<file path="config.mk">
export PLATFORM = sky130hd
export DESIGN_NAME = windowed_signal_statistics_top
export DESIGN_NICKNAME = d
export VERILOG_FILES = /design/src/wss_pkg.sv /design/src/wss_ram.sv /design/src/wss_fifo.sv /design/src/wss_front.sv /design/src/wss_back.sv /design/src/windowed_signal_statistics_top.sv
export VERILOG_INCLUDE_DIRS = /design/src /design/src/src
export SDC_FILE = /design/constraint.sdc
export NUM_CORES = 2
export LEC_CHECK = 0
export ABC_AREA = 0
export BUFFER_PORTS_ARGS = -buffer_cell sky130_fd_sc_hd__buf_2
export CAP_MARGIN = 20
export CELL_PAD_IN_SITES_DETAIL_PLACEMENT = 0
export CELL_PAD_IN_SITES_GLOBAL_PLACEMENT = 1
export CORE_ASPECT_RATIO = 0.6
export CORE_UTILIZATION = 52
export DETAILED_ROUTE_END_ITERATION = 10
export GPL_TIMING_DRIVEN = 0
export HOLD_SLACK_MARGIN = 0.05
export PLACE_DENSITY_LB_ADDON = 0.1
export RECOVER_POWER = 25
export SYNTH_ARGS = -nofsm -noshare
export SYNTH_HDL_FRONTEND = slang
export SYNTH_SLANG_ARGS = --single-unit
</file>
<file path="constraint.sdc">
create_clock -name clk -period 23.9 [get_ports clk]
set_input_delay 3.585 -clock clk [delete_from_list [all_inputs] [get_ports clk]]
set_output_delay 3.585 -clock clk [all_outputs]
set_load 0.02 [all_outputs]
</file>
<file path="src/windowed_signal_statistics_top_defines.svh">
// Assertion macros for the block's top level.
`ifndef WINDOWED_SIGNAL_STATISTICS_TOP_DEFINES_SVH
`define WINDOWED_SIGNAL_STATISTICS_TOP_DEFINES_SVH
// Checks that an implication holds at every clock edge outside reset.
`define WSS_ASSERT_IMPL(label, clk, rst_n, ante, cons) \
  label: assert property (@(posedge clk) disable iff (!rst_n) (ante) |-> (cons)) \
    else $error("assertion failed");
// Checks that a condition holds in the cycle after an antecedent.
`define WSS_ASSERT_NEXT(label, clk, rst_n, ante, cons) \
  label: assert property (@(posedge clk) disable iff (!rst_n) (ante) |=> (cons)) \
    else $error("assertion failed");
`endif

</file>
<file path="src/wss_pkg.sv">
// ----------------------------------------------------------------------------
// Windowed statistics package
// Shared types and constants for the windowed signal statistics block.
// ----------------------------------------------------------------------------
package wss_pkg;
  localparam int unsigned CapDefault = 128;
  localparam logic [31:0] WindowTicksReset = 32'd100;
  localparam int unsigned QueueDepth = 2;

  typedef struct packed {
    logic [31:0]        sample_time;
    logic signed [15:0] sample_value;
  } in_req_t;

  typedef struct packed {
    logic               window_closed;
    logic signed [15:0] mean_value;
    logic [15:0]        rms_value;
    logic signed [15:0] min_value;
    logic signed [15:0] max_value;
    logic [7:0]         sample_count;
    logic signed [15:0] instant_value;
  } out_req_t;
endpackage

</file>
<file path="src/wss_ram.sv">
// ----------------------------------------------------------------------------
// Generic RAM
// Single write port, single registered read port.
// ----------------------------------------------------------------------------
module wss_ram #(
  parameter int unsigned WIDTH = 16,
  parameter int unsigned DEPTH = 128
) (
  input  logic                     clk,
  input  logic                     wr_en,
  input  logic [$clog2(DEPTH)-1:0] wr_addr,
  input  logic [WIDTH-1:0]         wr_data,
  input  logic [$clog2(DEPTH)-1:0] rd_addr,
  output logic [WIDTH-1:0]         rd_data
);
  logic [WIDTH-1:0] mem_r [DEPTH];

  always_ff @(posedge clk) begin
    if (wr_en) begin
      mem_r[wr_addr] <= wr_data;
    end
    rd_data <= mem_r[rd_addr];
  end
endmodule

</file>
<file path="src/wss_fifo.sv">
// ----------------------------------------------------------------------------
// Result queue
// Small register queue that holds finished results for the receiver.
// ----------------------------------------------------------------------------
module wss_fifo (
  input  logic              clk,
  input  logic              rst_n,
  input  logic              push,
  input  wss_pkg::out_req_t push_data,
  output logic              full,
  input  logic              pop,
  output logic              empty,
  output wss_pkg::out_req_t pop_data
);
  import wss_pkg::*;

  out_req_t   slot_r [QueueDepth];
  logic [0:0] wr_ptr_r, wr_ptr_nxt, rd_ptr_r, rd_ptr_nxt;
  logic [1:0] count_r, count_nxt;
  logic       do_push, do_pop;

  assign full = (count_r == 2'(QueueDepth));
  assign empty = (count_r == 2'd0);
  assign pop_data = slot_r[rd_ptr_r];
  assign do_push = push && !full;
  assign do_pop = pop && !empty;

  always_comb begin
    wr_ptr_nxt = do_push ? wr_ptr_r + 1'b1 : wr_ptr_r;
    rd_ptr_nxt = do_pop ? rd_ptr_r + 1'b1 : rd_ptr_r;
    count_nxt = count_r + {1'b0, do_push} - {1'b0, do_pop};
  end

  always_ff @(posedge clk) begin
    if (!rst_n) begin
      wr_ptr_r <= '0;
      rd_ptr_r <= '0;
      count_r <= '0;
    end else begin
      wr_ptr_r <= wr_ptr_nxt;
      rd_ptr_r <= rd_ptr_nxt;
      count_r <= count_nxt;
    end
    if (do_push) begin
      slot_r[wr_ptr_r] <= push_data;
    end
  end
endmodule

</file>
<file path="src/wss_front.sv">
// ----------------------------------------------------------------------------
// Statistics front end
// Accepts samples, decides window close, stores samples, sweeps the store.
// ----------------------------------------------------------------------------
module wss_front #(
  parameter int unsigned CAP = wss_pkg::CapDefault
) (
  input  logic                clk,
  input  logic                rst_n,
  input  logic                cfg_we,
  input  logic [31:0]         cfg_wdata,
  input  logic                in_push,
  input  wss_pkg::in_req_t    in_data,
  output logic                in_full,
  output logic                job_valid,
  input  logic                job_ready,
  output logic                job_closed,
  output logic signed [47:0]  job_sum,
  output logic [47:0]         job_sumsq,
  output logic signed [15:0]  job_min,
  output logic signed [15:0]  job_max,
  output logic [$clog2(CAP+1)-1:0] job_count,
  output logic signed [15:0]  job_instant
);
  import wss_pkg::*;

  localparam int unsigned AW = $clog2(CAP);
  localparam int unsigned CW = $clog2(CAP + 1);

  typedef enum logic [4:0] {
    ST_IDLE  = 5'b00001,
    ST_READ  = 5'b00010,
    ST_ACC   = 5'b00100,
    ST_STORE = 5'b01000,
    ST_SEND  = 5'b10000
  } st_t;

  st_t                st_r, st_nxt;
  logic [31:0]        ticks_r;
  logic [AW-1:0]      wp_r;
  logic [CW-1:0]      cnt_r;
  logic [31:0]        wstart_r;
  logic               started_r;
  in_req_t            req_r;
  logic               closed_r;
  logic [CW-1:0]      idx_r;
  logic [CW-1:0]      ncl_r;
  logic [AW-1:0]      rd_addr;
  logic [AW-1:0]      wr_addr;
  logic [15:0]        rd_data;
  logic signed [47:0] sum_r;
  logic [47:0]        sumsq_r;
  logic signed [15:0] min_r, max_r;
  logic               ram_we;
  logic [31:0]        wstart_eff, diff;
  logic               close_now;
  logic signed [15:0] rv;
  logic signed [31:0] sq;
  logic [AW:0]        addr_sum;

  assign in_full = (st_r != ST_IDLE);
  assign ram_we = (st_r == ST_STORE);
  assign wr_addr = closed_r ? '0 : wp_r;
  assign rv = signed'(rd_data);
  assign sq = rv * rv;

  always_comb begin
    wstart_eff = started_r ? wstart_r : in_data.sample_time;
    diff = in_data.sample_time - wstart_eff;
    close_now = (cnt_r != '0) && (in_data.sample_time >= wstart_eff) && (diff >= ticks_r);
    addr_sum = {1'b0, wp_r} + (AW+1)'(CAP) - (AW+1)'(ncl_r) + (AW+1)'(idx_r);
    if (addr_sum >= (AW+1)'(CAP)) begin
      addr_sum = addr_sum - (AW+1)'(CAP);
    end
    if (addr_sum >= (AW+1)'(CAP)) begin
      addr_sum = addr_sum - (AW+1)'(CAP);
    end
    rd_addr = addr_sum[AW-1:0];
  end

  always_comb begin
    st_nxt = st_r;
    case (st_r)
      ST_IDLE: begin
        if (in_push) begin
          st_nxt = close_now ? ST_READ : ST_STORE;
        end
      end
      ST_READ: st_nxt = ST_ACC;
      ST_ACC: st_nxt = (idx_r == ncl_r) ? ST_STORE : ST_READ;
      ST_STORE: st_nxt = ST_SEND;
      ST_SEND: begin
        if (job_ready) begin
          st_nxt = ST_IDLE;
        end
      end
      default: st_nxt = ST_IDLE;
    endcase
  end

  wss_ram #(.WIDTH(16), .DEPTH(CAP)) u_ram (
    .clk(clk), .wr_en(ram_we), .wr_addr(wr_addr), .wr_data(req_r.sample_value),
    .rd_addr(rd_addr), .rd_data(rd_data)
  );

  always_ff @(posedge clk) begin
    if (!rst_n) begin
      st_r <= ST_IDLE;
      ticks_r <= WindowTicksReset;
      wp_r <= '0;
      cnt_r <= '0;
      wstart_r <= '0;
      started_r <= 1'b0;
    end else begin
      st_r <= st_nxt;
      if (cfg_we) begin
        ticks_r <= cfg_wdata;
      end
      if (st_r == ST_IDLE && in_push) begin
        started_r <= 1'b1;
        if (close_now) begin
          wstart_r <= wstart_eff + ticks_r;
        end else begin
          wstart_r <= wstart_eff;
        end
      end
      if (st_r == ST_STORE) begin
        if (closed_r) begin
          wp_r <= AW'(1);
          cnt_r <= CW'(1);
        end else begin
          wp_r <= (wp_r == AW'(CAP - 1)) ? '0 : wp_r + 1'b1;
          if (cnt_r != CW'(CAP)) begin
            cnt_r <= cnt_r + 1'b1;
          end
        end
      end
    end
  end

  always_ff @(posedge clk) begin
    case (st_r)
      ST_IDLE: begin
        req_r <= in_data;
        closed_r <= close_now;
        idx_r <= '0;
        ncl_r <= cnt_r;
        sum_r <= '0;
        sumsq_r <= '0;
        min_r <= 16'sh7fff;
        max_r <= -16'sh8000;
      end
      ST_READ: idx_r <= idx_r + 1'b1;
      ST_ACC: begin
        sum_r <= sum_r + 48'(rv);
        sumsq_r <= sumsq_r + 48'(unsigned'(sq));
        if (rv < min_r) min_r <= rv;
        if (rv > max_r) max_r <= rv;
      end
      ST_STORE: ;
      ST_SEND: ;
      default: ;
    endcase
  end

  always_comb begin
    job_valid = (st_r == ST_SEND);
    job_closed = closed_r;
    job_sum = sum_r;
    job_sumsq = sumsq_r;
    job_min = min_r;
    job_max = max_r;
    job_count = ncl_r;
    job_instant = req_r.sample_value;
  end
endmodule

</file>
<file path="src/wss_back.sv">
// ----------------------------------------------------------------------------
// Statistics back end
// Divides sums by the count and takes the square root, one bit per cycle.
// ----------------------------------------------------------------------------
module wss_back #(
  parameter int unsigned CAP = wss_pkg::CapDefault
) (
  input  logic                clk,
  input  logic                rst_n,
  input  logic                job_valid,
  output logic                job_ready,
  input  logic                job_closed,
  input  logic signed [47:0]  job_sum,
  input  logic [47:0]         job_sumsq,
  input  logic signed [15:0]  job_min,
  input  logic signed [15:0]  job_max,
  input  logic [$clog2(CAP+1)-1:0] job_count,
  input  logic signed [15:0]  job_instant,
  output logic                res_push,
  output wss_pkg::out_req_t   res_data,
  input  logic                res_full
);
  import wss_pkg::*;

  localparam int unsigned CW = $clog2(CAP + 1);

  typedef enum logic [4:0] {
    BS_IDLE = 5'b00001,
    BS_DIV1 = 5'b00010,
    BS_DIV2 = 5'b00100,
    BS_SQRT = 5'b01000,
    BS_OUT  = 5'b10000
  } bs_t;

  bs_t                st_r;
  logic               closed_r, neg_r;
  logic [47:0]        q1_r, r1_r, q2_r, r2_r;
  logic [47:0]        absum_r, sumsq_r;
  logic [CW-1:0]      cnt_r;
  logic [5:0]         bit_r;
  logic signed [15:0] min_r, max_r, inst_r;
  logic [47:0]        sv_r, res_r, sbit_r;
  logic [48:0]        t1, t2;
  logic [47:0]        quo_mean;
  logic [7:0]         cnt_sat;

  assign job_ready = (st_r == BS_IDLE);
  assign res_push = (st_r == BS_OUT) && !res_full;

  always_comb begin
    t1 = {r1_r, absum_r[bit_r]} - {1'b0, 48'(cnt_r)};
    t2 = {r2_r, sumsq_r[bit_r]} - {1'b0, 48'(cnt_r)};
    quo_mean = neg_r ? (48'd0 - q1_r) : q1_r;
    cnt_sat = (CW > 8 && cnt_r > CW'(255)) ? 8'd255 : 8'(cnt_r);
  end

  always_ff @(posedge clk) begin
    if (!rst_n) begin
      st_r <= BS_IDLE;
    end else begin
      case (st_r)
        BS_IDLE: if (job_valid) st_r <= job_closed ? BS_DIV1 : BS_OUT;
        BS_DIV1: if (bit_r == 6'd0) st_r <= BS_SQRT;
        BS_SQRT: if (sbit_r == 48'd1) st_r <= BS_OUT;
        BS_OUT: if (!res_full) st_r <= BS_IDLE;
        default: st_r <= BS_IDLE;
      endcase
    end
  end

  always_ff @(posedge clk) begin
    case (st_r)
      BS_IDLE: begin
        closed_r <= job_closed;
        neg_r <= job_sum[47];
        absum_r <= job_sum[47] ? 48'(-job_sum) : 48'(job_sum);
        sumsq_r <= job_sumsq;
        cnt_r <= job_count;
        min_r <= job_min;
        max_r <= job_max;
        inst_r <= job_instant;
        q1_r <= '0;
        r1_r <= '0;
        q2_r <= '0;
        r2_r <= '0;
        bit_r <= 6'd47;
      end
      BS_DIV1: begin
        if (!t1[48]) begin
          r1_r <= t1[47:0];
          q1_r <= {q1_r[46:0], 1'b1};
        end else begin
          r1_r <= {r1_r[46:0], absum_r[bit_r]};
          q1_r <= {q1_r[46:0], 1'b0};
        end
        if (!t2[48]) begin
          r2_r <= t2[47:0];
          q2_r <= {q2_r[46:0], 1'b1};
        end else begin
          r2_r <= {r2_r[46:0], sumsq_r[bit_r]};
          q2_r <= {q2_r[46:0], 1'b0};
        end
        bit_r <= bit_r - 6'd1;
        if (bit_r == 6'd0) begin
          sv_r <= (!t2[48]) ? {q2_r[46:0], 1'b1} : {q2_r[46:0], 1'b0};
          res_r <= '0;
          sbit_r <= 48'd1 << 46;
        end
      end
      BS_SQRT: begin
        if (sv_r >= res_r + sbit_r) begin
          sv_r <= sv_r - (res_r + sbit_r);
          res_r <= (res_r >> 1) + sbit_r;
        end else begin
          res_r <= res_r >> 1;
        end
        sbit_r <= sbit_r >> 2;
      end
      BS_DIV2: ;
      BS_OUT: ;
      default: ;
    endcase
  end

  always_comb begin
    res_data.window_closed = closed_r;
    res_data.mean_value = closed_r ? signed'(quo_mean[15:0]) : '0;
    res_data.rms_value = closed_r ? res_r[15:0] : '0;
    res_data.min_value = closed_r ? min_r : '0;
    res_data.max_value = closed_r ? max_r : '0;
    res_data.sample_count = closed_r ? cnt_sat : '0;
    res_data.instant_value = inst_r;
  end
endmodule

</file>
<file path="src/windowed_signal_statistics_top.sv">
// Windowed signal statistics, tumbling window mean, RMS, min and max.
// Input is a queue port: a request is taken when push is high and full low.
// Each request gives one result on the out_data queue port, read with pop
// while empty is low.
// The window length is written through cfg_we and cfg_wdata; the user must
// write it only while idle, as the block itself does not enforce this.
// A request that closes no window is stored and handed to the back end,
// and the input is free again once the back end has taken it.
// One that closes a window first sweeps the stored samples, then is handed
// off for bit-serial division, a square root and the output queue.
// The sweep of the sample RAM's single read port and the bit-serial
// divider set how long a request takes; the front end takes the next
// request while the back end still works on the previous one.
// Reset clears the window state and sets the length to 100 ticks.
// When the receiver stalls, two results wait in the output queue, one more
// in the back end and one in the front end, and then full stays high.
// ----------------------------------------------------------------------------
// Windowed signal statistics top level
// Front end, back end and result queue.
// ----------------------------------------------------------------------------
`include "windowed_signal_statistics_top_defines.svh"
module windowed_signal_statistics_top #(
  parameter int unsigned CAP = wss_pkg::CapDefault
) (
  input  logic              clk,
  input  logic              rst_n,
  input  logic              cfg_we,
  input  logic [31:0]       cfg_wdata,
  input  logic              push,
  input  wss_pkg::in_req_t  in_data,
  output logic              full,
  output logic              empty,
  input  logic              pop,
  output wss_pkg::out_req_t out_data
);
  import wss_pkg::*;

  localparam int unsigned CW = $clog2(CAP + 1);

  logic               job_valid, job_ready, job_closed, res_push, res_full;
  logic signed [47:0] job_sum;
  logic [47:0]        job_sumsq;
  logic signed [15:0] job_min, job_max, job_instant;
  logic [CW-1:0]      job_count;
  out_req_t           res_data;

  wss_front #(.CAP(CAP)) u_front (
    .clk(clk), .rst_n(rst_n), .cfg_we(cfg_we), .cfg_wdata(cfg_wdata),
    .in_push(push), .in_data(in_data), .in_full(full),
    .job_valid(job_valid), .job_ready(job_ready), .job_closed(job_closed),
    .job_sum(job_sum), .job_sumsq(job_sumsq), .job_min(job_min), .job_max(job_max),
    .job_count(job_count), .job_instant(job_instant)
  );

  wss_back #(.CAP(CAP)) u_back (
    .clk(clk), .rst_n(rst_n), .job_valid(job_valid), .job_ready(job_ready),
    .job_closed(job_closed), .job_sum(job_sum), .job_sumsq(job_sumsq),
    .job_min(job_min), .job_max(job_max), .job_count(job_count),
    .job_instant(job_instant), .res_push(res_push), .res_data(res_data),
    .res_full(res_full)
  );

  wss_fifo u_fifo (
    .clk(clk), .rst_n(rst_n), .push(res_push), .push_data(res_data), .full(res_full),
    .pop(pop), .empty(empty), .pop_data(out_data)
  );

  `WSS_ASSERT_IMPL(a_closed_count, clk, rst_n,
    !empty && out_data.window_closed, out_data.sample_count != 8'd0)
  `WSS_ASSERT_IMPL(a_open_zero, clk, rst_n,
    !empty && !out_data.window_closed, out_data.sample_count == 8'd0)
  `WSS_ASSERT_NEXT(a_take_busy, clk, rst_n, push && !full, full)
endmodule

</file>
Word-level counts from Yosys, hierarchy flattened
Memories as Yosys holds them, arrays and structs flattened. A register that Yosys moved wholly into a read port is not among the register bits.
Cells that the tools add are included.
{"block": "classes", "addsub": 24, "n_mux": 61, "n_mul": 1, "n_reduce_logical": 23, "eq_ne": 24, "magnitude_cmp": 8}
{"cell": "case mux 48 bit (2 select lines)", "n": 7}
{"cell": "two-way mux 48 bit", "n": 7}
{"cell": "two-way mux 16 bit", "n": 7}
{"cell": "subtractor 49 x 8 -> 49 bit", "n": 2}
{"cell": "case mux 16 bit (2 select lines)", "n": 3}
{"cell": "case mux 47 bit (2 select lines)", "n": 1}
{"cell": ">= comparator 32 bit", "n": 2}
{"cell": "two-way mux 32 bit", "n": 2}
{"cell": "adder 47 x 48 -> 48 bit", "n": 1}
{"cell": "adder 48 x 16 -> 48 bit", "n": 1}
{"cell": "adder 48 x 32 -> 48 bit", "n": 1}
{"cell": "adder 48 bit", "n": 1}
{"cell": "== test 48 x 1 -> 1 bit, second input constant", "n": 1}
{"cell": ">= comparator 48 bit", "n": 1}
{"cell": "negation 48 bit", "n": 1}
{"cell": "subtractor 48 bit", "n": 1}
{"cell": "two-way mux 47 bit", "n": 1}
{"cell": "two-way mux 5 bit", "n": 7}
{"cell": "adder 32 bit", "n": 1}
{"cell": "multiplier 16 x 16 -> 32 bit", "n": 1}
{"cell": "two-way mux 8 bit", "n": 4}
{"cell": "subtractor 32 bit", "n": 1}
{"cell": "two-way mux 7 bit", "n": 4}
{"cell": "case mux 5 bit (5 select lines)", "n": 1}
{"cell": "other kinds (43)", "n": 82}
{"block": "totals", "wordCells": 178, "in_bits": 85, "mem_bits_rw": 2226, "register_bits": 718, "out_inout_bits": 91, "mem_count": 2}
{"name": "u_front.u_ram.mem_r", "words": 128, "width": 16, "read_ports": 1, "rd_clocked_by_memory_dff": 1, "write_ports": 1, "line_no": "wss_ram.sv:16", "source": "logic [WIDTH-1:0] mem_r [DEPTH];"}
{"name": "u_fifo.slot_r", "words": 2, "width": 89, "read_ports": 1, "rd_clocked_by_memory_dff": 1, "write_ports": 1, "line_no": "wss_fifo.sv:17", "source": "out_req_t slot_r [QueueDepth];"}

Logic depth before layout (Yosys ltp)
{"block": "depth", "ltp_word": 7, "depth_mapped": 38, "ltp_nobuf": 36}

Hierarchy
A second synthesis with hierarchy kept.
{"block": "hier_totals", "hier_cells": 9120, "area_unflattened_um2": 140367.1}
{"mod": "wss_ram", "n_inst": 1, "cells_each": 3086, "area_each_um2": 78522.8, "seq_area_each_um2": 61819.3}
{"mod": "wss_front", "n_inst": 1, "cells_each": 3114, "area_each_um2": 27975.6, "seq_area_each_um2": 6536.3}
{"mod": "wss_back", "n_inst": 1, "cells_each": 2616, "area_each_um2": 27181.1, "seq_area_each_um2": 13262.7}
{"mod": "wss_fifo", "n_inst": 1, "cells_each": 304, "area_each_um2": 6687.7, "seq_area_each_um2": 5445.2}

Worst setup path before layout
No wires, ideal clock.
{"block": "synth_timing", "kind": "register to register", "from": "register u_back.st_r[0]", "to": "register u_back.st_r[0]", "t_arrival_ns": 20.150, "slack_ns": 3.513, "n_path_buf": 0, "required_time_ns": 23.663, "path_stages_with_launch": 4, "synth_period_minus_slack_ns": 20.387, "path_cell_list": "dfxtp_1 -> nor4b_1 -> or2_2 -> o211ai_1"}
{"block": "synth_via", "elab_chain_len": 3}
{"item": "from (decl)", "line_no": "wss_back.sv:35", "source": "bs_t st_r;"}
{"item": "from (signal assigned)", "line_no": "wss_back.sv:62", "source": "BS_IDLE: if (job_valid) st_r <= job_closed ? BS_DIV1 : BS_OUT;"}
{"item": "== test 5 bit, or another cell as far along", "line_no": "wss_back.sv:61", "source": "case (st_r)"}
{"item": "inequality test 2 bit (no line) / inequality test 2 x 1 -> 1 bit (equally long branches)"}
{"item": "AND reduction 4 bit (no line)"}
Several ways; a longest one is shown, not always the timed one.
A chain may end at the register's enable or synchronous reset.

Final worst setup path
{"block": "layout_timing", "from": "register u_front.u_ram.rd_data[9], read port of u_front.u_ram.mem_r", "to": "register u_front.sumsq_r[47], in the netlist u_front.job_sumsq[47] (data pin)"}
{"block": "layout_via", "elab_chain_len": 3}
{"item": "from (decl)", "line_no": "wss_ram.sv:14", "source": "output logic [WIDTH-1:0] rd_data"}
{"item": "multiplier 16 x 16 -> 32 bit", "line_no": "wss_front.sv:65", "source": "assign sq = rv * rv;"}
{"item": "adder 48 x 32 -> 48 bit", "line_no": "wss_front.sv:156", "source": "sumsq_r <= sumsq_r + 48'(unsigned'(sq));"}
{"item": "case mux 48 bit (2 select lines)", "line_no": "wss_front.sv:142", "source": "case (st_r)"}
{"item": "to (signal assigned)", "line_no": "wss_front.sv:156"}
{"item": "to (decl)", "line_no": "wss_front.sv:52", "source": "logic [47:0] sumsq_r;"}
No other way between the ends.

==> key figures <==
Setup path
  – Crit. End Element: flop
  – Critical Path Source Type: flop
  – WS Path Type: flop to flop
  – Crit path max fanout: 10
  – Reg2reg start: u_front.u_ram.rd_data[9]$_DFF_P_
  – Reg-to-Reg End: u_front.job_sumsq[47]$_SDFFCE_PP0P_
  – Reg2reg setup slack: between 10 and 15 ns
  – Data required, critical path: ~24 ns
  – Worst stage delay on the critical path: ~0.86 ns
  – Critical path's slowest cell: nor4b_1
  – CP top delay family: adder cells
  – FF-to-FF path depth: 32
  – Worst Setup SP: u_front.u_ram.rd_data[9]$_DFF_P_
  – Buf/Inv on CP: 5
  – Critical path arrival: ~12 ns
  – Most used cell, CP: fa_1

Routing
  – Number of detailed-route iterations in the first pass: 7
  – Wire per inst: roughly 28 um
  – Antenna Nets Post-Route: 0
  – Via-to-Cell Ratio: slightly above 6
  – # DRC: 0
  – Detailed Route WL: between 300 and 400 mm
  – Iteration-0 DRC Markers: roughly 10000
  – Via count: 82300

Timing
  – Setup violators final: 0
  – Final Max Tran Viols: 267
  – Period utilization: between 40% and 50%
  – Clk_skew: 0.0773 ns
  – Worst slew margin: -16.4%
  – RSZ-0062 raised after global routing: no
  – Tmin final: between 10 and 15 ns
  – Hold Fails Final Rpt: 0
  – Slew @ Worst Pin: about 1.7 ns
  – Setup total negative slack: 0 ns
  – Maximum clock frequency: 88.8 MHz
  – Final WS setup: 12.63 ns

Finish
  – Share of cells above drive strength 1: about 18%
  – Fillers: 20000
  – Final nets: about 11000
  – Finished Layout Cells: around 14000
  – Area Growth Syn to Fin: 13.0%

Global route
  – GRT Residual Overflow: 0
  – Initial antenna violation count: 29
  – Largest net degree at the start of global routing: 65
  – First-pass GRT wire length: between 500 and 600 mm
  – Vias in the first global route: roughly 80000
  – Global Route Usage Sum: approximately 28%

Die
  – Row count: between 100 and 150
  – Initial Util: a little over half
  – Die extent in x: 670 um
  – Die area: between 200000 and 300000 um2
  – Die Ht: 403 um
  – Top Ports: approximately 180
  – Core footprint: approximately 260000 um2

Place
  – Final RePlAce weighted congestion: 0.898
  – # placed instances: 13000
  – Port-buffer cells: 173
  – DP Worst Slack: 12.72 ns
  – Detailed placement HPWL: 277 mm

Run status
  – Failing checks: capacitance limit, slew limit
  – Status: complete, but fails checks

Yosys
  – Syn. warnings: 0
  – Share of the synthesized area in the top cell type: 61.0%
  – Ys async rst share: 0%
  – Synth area leader: edfxtp_1
  – Cells after Synth: roughly 9000
  – Netlist Area Pre-Place: 139000 um2
  – EDFF count, synth: 2826
  – Sequential fraction of the synthesis area: between 60% and 70%
  – Ys flop type: edfxtp_1
  – Post-Syn Area per Cell: ~15 um2
  – Synth Register Bits: about 2900
  – Syn Nets: just under 10000
  – Synth top area cells: edfxtp_1, mux4_2, ha_1, fa_1, nor2_1
  – Unique masters post-synth: 86

Clocking
  – PostCTS Resize Cnt: 0
  – Clock latency on the worst-skew pair: 0.87 ns
  – CTS Root Cell: clkbuf_16
  – CTS Buf Count: 284
  – Post-CTS setup buffer count: 0
  – Clk sinks: roughly 3000
  – CTS tree: done
  – H-tree lvl count: 5
  – CTS hold repair buffers: 0
  – Bufs on Longest Clock Path: 4
  – CTS clk-pin slew, worst paths: roughly 0.060 ns

Job
  – Max Cap Viol: 12

Worst hold path
  – Hold depth: 0
  – Hold endpoint: u_fifo.slot_r[0][13]$_DFFE_PP_
  – HP Start: u_back.inst_r[13]$_DFFE_PP_
  – Type of the tightest min-delay check: flop to flop
==> cell usage after synthesis, types with 29 or more instances <==
| library cell | count |
|---|---|
| a211oi_1 | 56 |
| a21o_1 | 133 |
| a21oi_1 | 316 |
| a31oi_1 | 59 |
| and2_1 | 214 |
| and3_1 | 41 |
| buf_1 | 62 |
| clkbuf_1 | 303 |
| dfxtp_1 | 110 |
| edfxtp_1 | 2826 |
| fa_1 | 249 |
| ha_1 | 430 |
| inv_1 | 537 |
| mux2_2 | 144 |
| mux2i_1 | 109 |
| mux4_2 | 658 |
| nand2_1 | 458 |
| nand2b_1 | 51 |
| nand3_1 | 94 |
| nand4_1 | 47 |
| nor2_1 | 703 |
| nor2b_1 | 58 |
| nor3_1 | 95 |
| nor4_1 | 29 |
| o211ai_1 | 38 |
| o21a_1 | 46 |
| o21ai_0 | 295 |
| o21bai_1 | 52 |
| o31ai_1 | 33 |
| or3_1 | 46 |
| xnor2_1 | 272 |
| xor2_1 | 177 |
==> flip-flops by register name (all words and copies together) (netlist names), 24 cells and up, named ones only <==
register	flops
u_fifo.slot_r	178
u_back.sbit_r	24
u_back.r1_r	48
u_back.absum_r	48
u_back.r2_r	48
u_back.q2_r	47
u_front.wstart_r	32
u_back.sumsq_r	48
u_back.res_r	48
u_front.job_sum	48
u_front.ticks_r	32
u_front.u_ram.mem_r	2048
u_front.job_sumsq	48
u_back.sv_r	48
==> stage by stage <==
step	hold WS (ns)	util, %	area [um2]
after global routing	0.456	59.4	157000
after global placement	0.423	54.5	144000
final	0.448	59.4	157000
after floorplan	0.421	-	139000
after detailed placement	0.434	56.4	149000
after CTS	0.448	59.8	158000
==> placed cells by master (no fill, tap or decap), types with 59 or more instances in the layout <==
| cell | instances |
|---|---|
| edfxtp_1 | 2826 |
| nor3_1 | 95 |
| xor2_1 | 177 |
| clkbuf_16 | 290 |
| o21ai_0 | 293 |
| nor2_1 | 575 |
| a31oi_1 | 59 |
| a21o_1 | 133 |
| nand2_1 | 456 |
| mux2i_1 | 109 |
| nor2_2 | 128 |
| and2_1 | 213 |
| ha_1 | 430 |
| buf_2 | 184 |
| a21oi_1 | 316 |
| nand3_1 | 94 |
| mux2_2 | 144 |
| mux4_2 | 658 |
| buf_8 | 94 |
| buf_1 | 62 |
| xnor2_1 | 271 |
| inv_1 | 536 |
| dfxtp_1 | 109 |
| fa_1 | 249 |
| clkbuf_1 | 406 |
==> cell families (layout without fill, tap and decap cells) <==
kind of cell	count (synthesis)	count (layout)	share of synthesized area (%)
xor gates and xnor gates	449	449	2.83
buffers and inverters	915	1835	2.48
adders and majority gates	679	679	7.45
DFF	2936	2936	62.6
muxes	911	911	12.6
other	0	9	0
AOI/OAI and AO/OA	1187	1187	5.40
and+or+nand+nor	1951	1951	6.67
==> layer usage <==
| layer | GRT usage (%) | up-vias | wire length, um |
|---|---|---|---|
| met5 | 0 | - | 21 |
| met4 | 5.09 | 4 | 7340 |
| met3 | 6.78 | 445 | 40100 |
| met2 | 37.3 | 3596 | 152000 |
| met1 | 45.9 | 42400 | 177000 |
| li1 | - | 35900 | - |
==> cell type report <==
type	count	area, um2	share of cell area (%)
Timing Repair Buffer	423	4410	2.81
Antenna cell	9	22.5	0.0143
Multi-Input combinational cell	5177	49000	31.2
Sequential cell	2936	87100	55.4
Buffer	375	1430	0.911
Clock buffer	346	7500	4.77
Inverter	540	2030	1.29
Clock inverter	151	1380	0.874
Tap cell	3552	4440	2.83
==> worst max-delay path by stage <==
stage | end | depth (start not counted)
2_1_floorplan | u_back.st_r[0]$_SDFFE_PN1P_ | 3
3_3_place_gp | u_back.st_r[4]$_SDFFE_PN0P_ | 7
3_5_place_dp | u_front.job_sumsq[47]$_SDFFCE_PP0P_ | 32
4_1_cts | u_front.job_sumsq[47]$_SDFFCE_PP0P_ | 32
5_1_grt | u_front.job_sumsq[47]$_SDFFCE_PP0P_ | 32
6_report | u_front.job_sumsq[47]$_SDFFCE_PP0P_ | 32
Power is not shown: default switching activity piles up to over one toggle a cycle in this logic, so the estimate is an artifact.
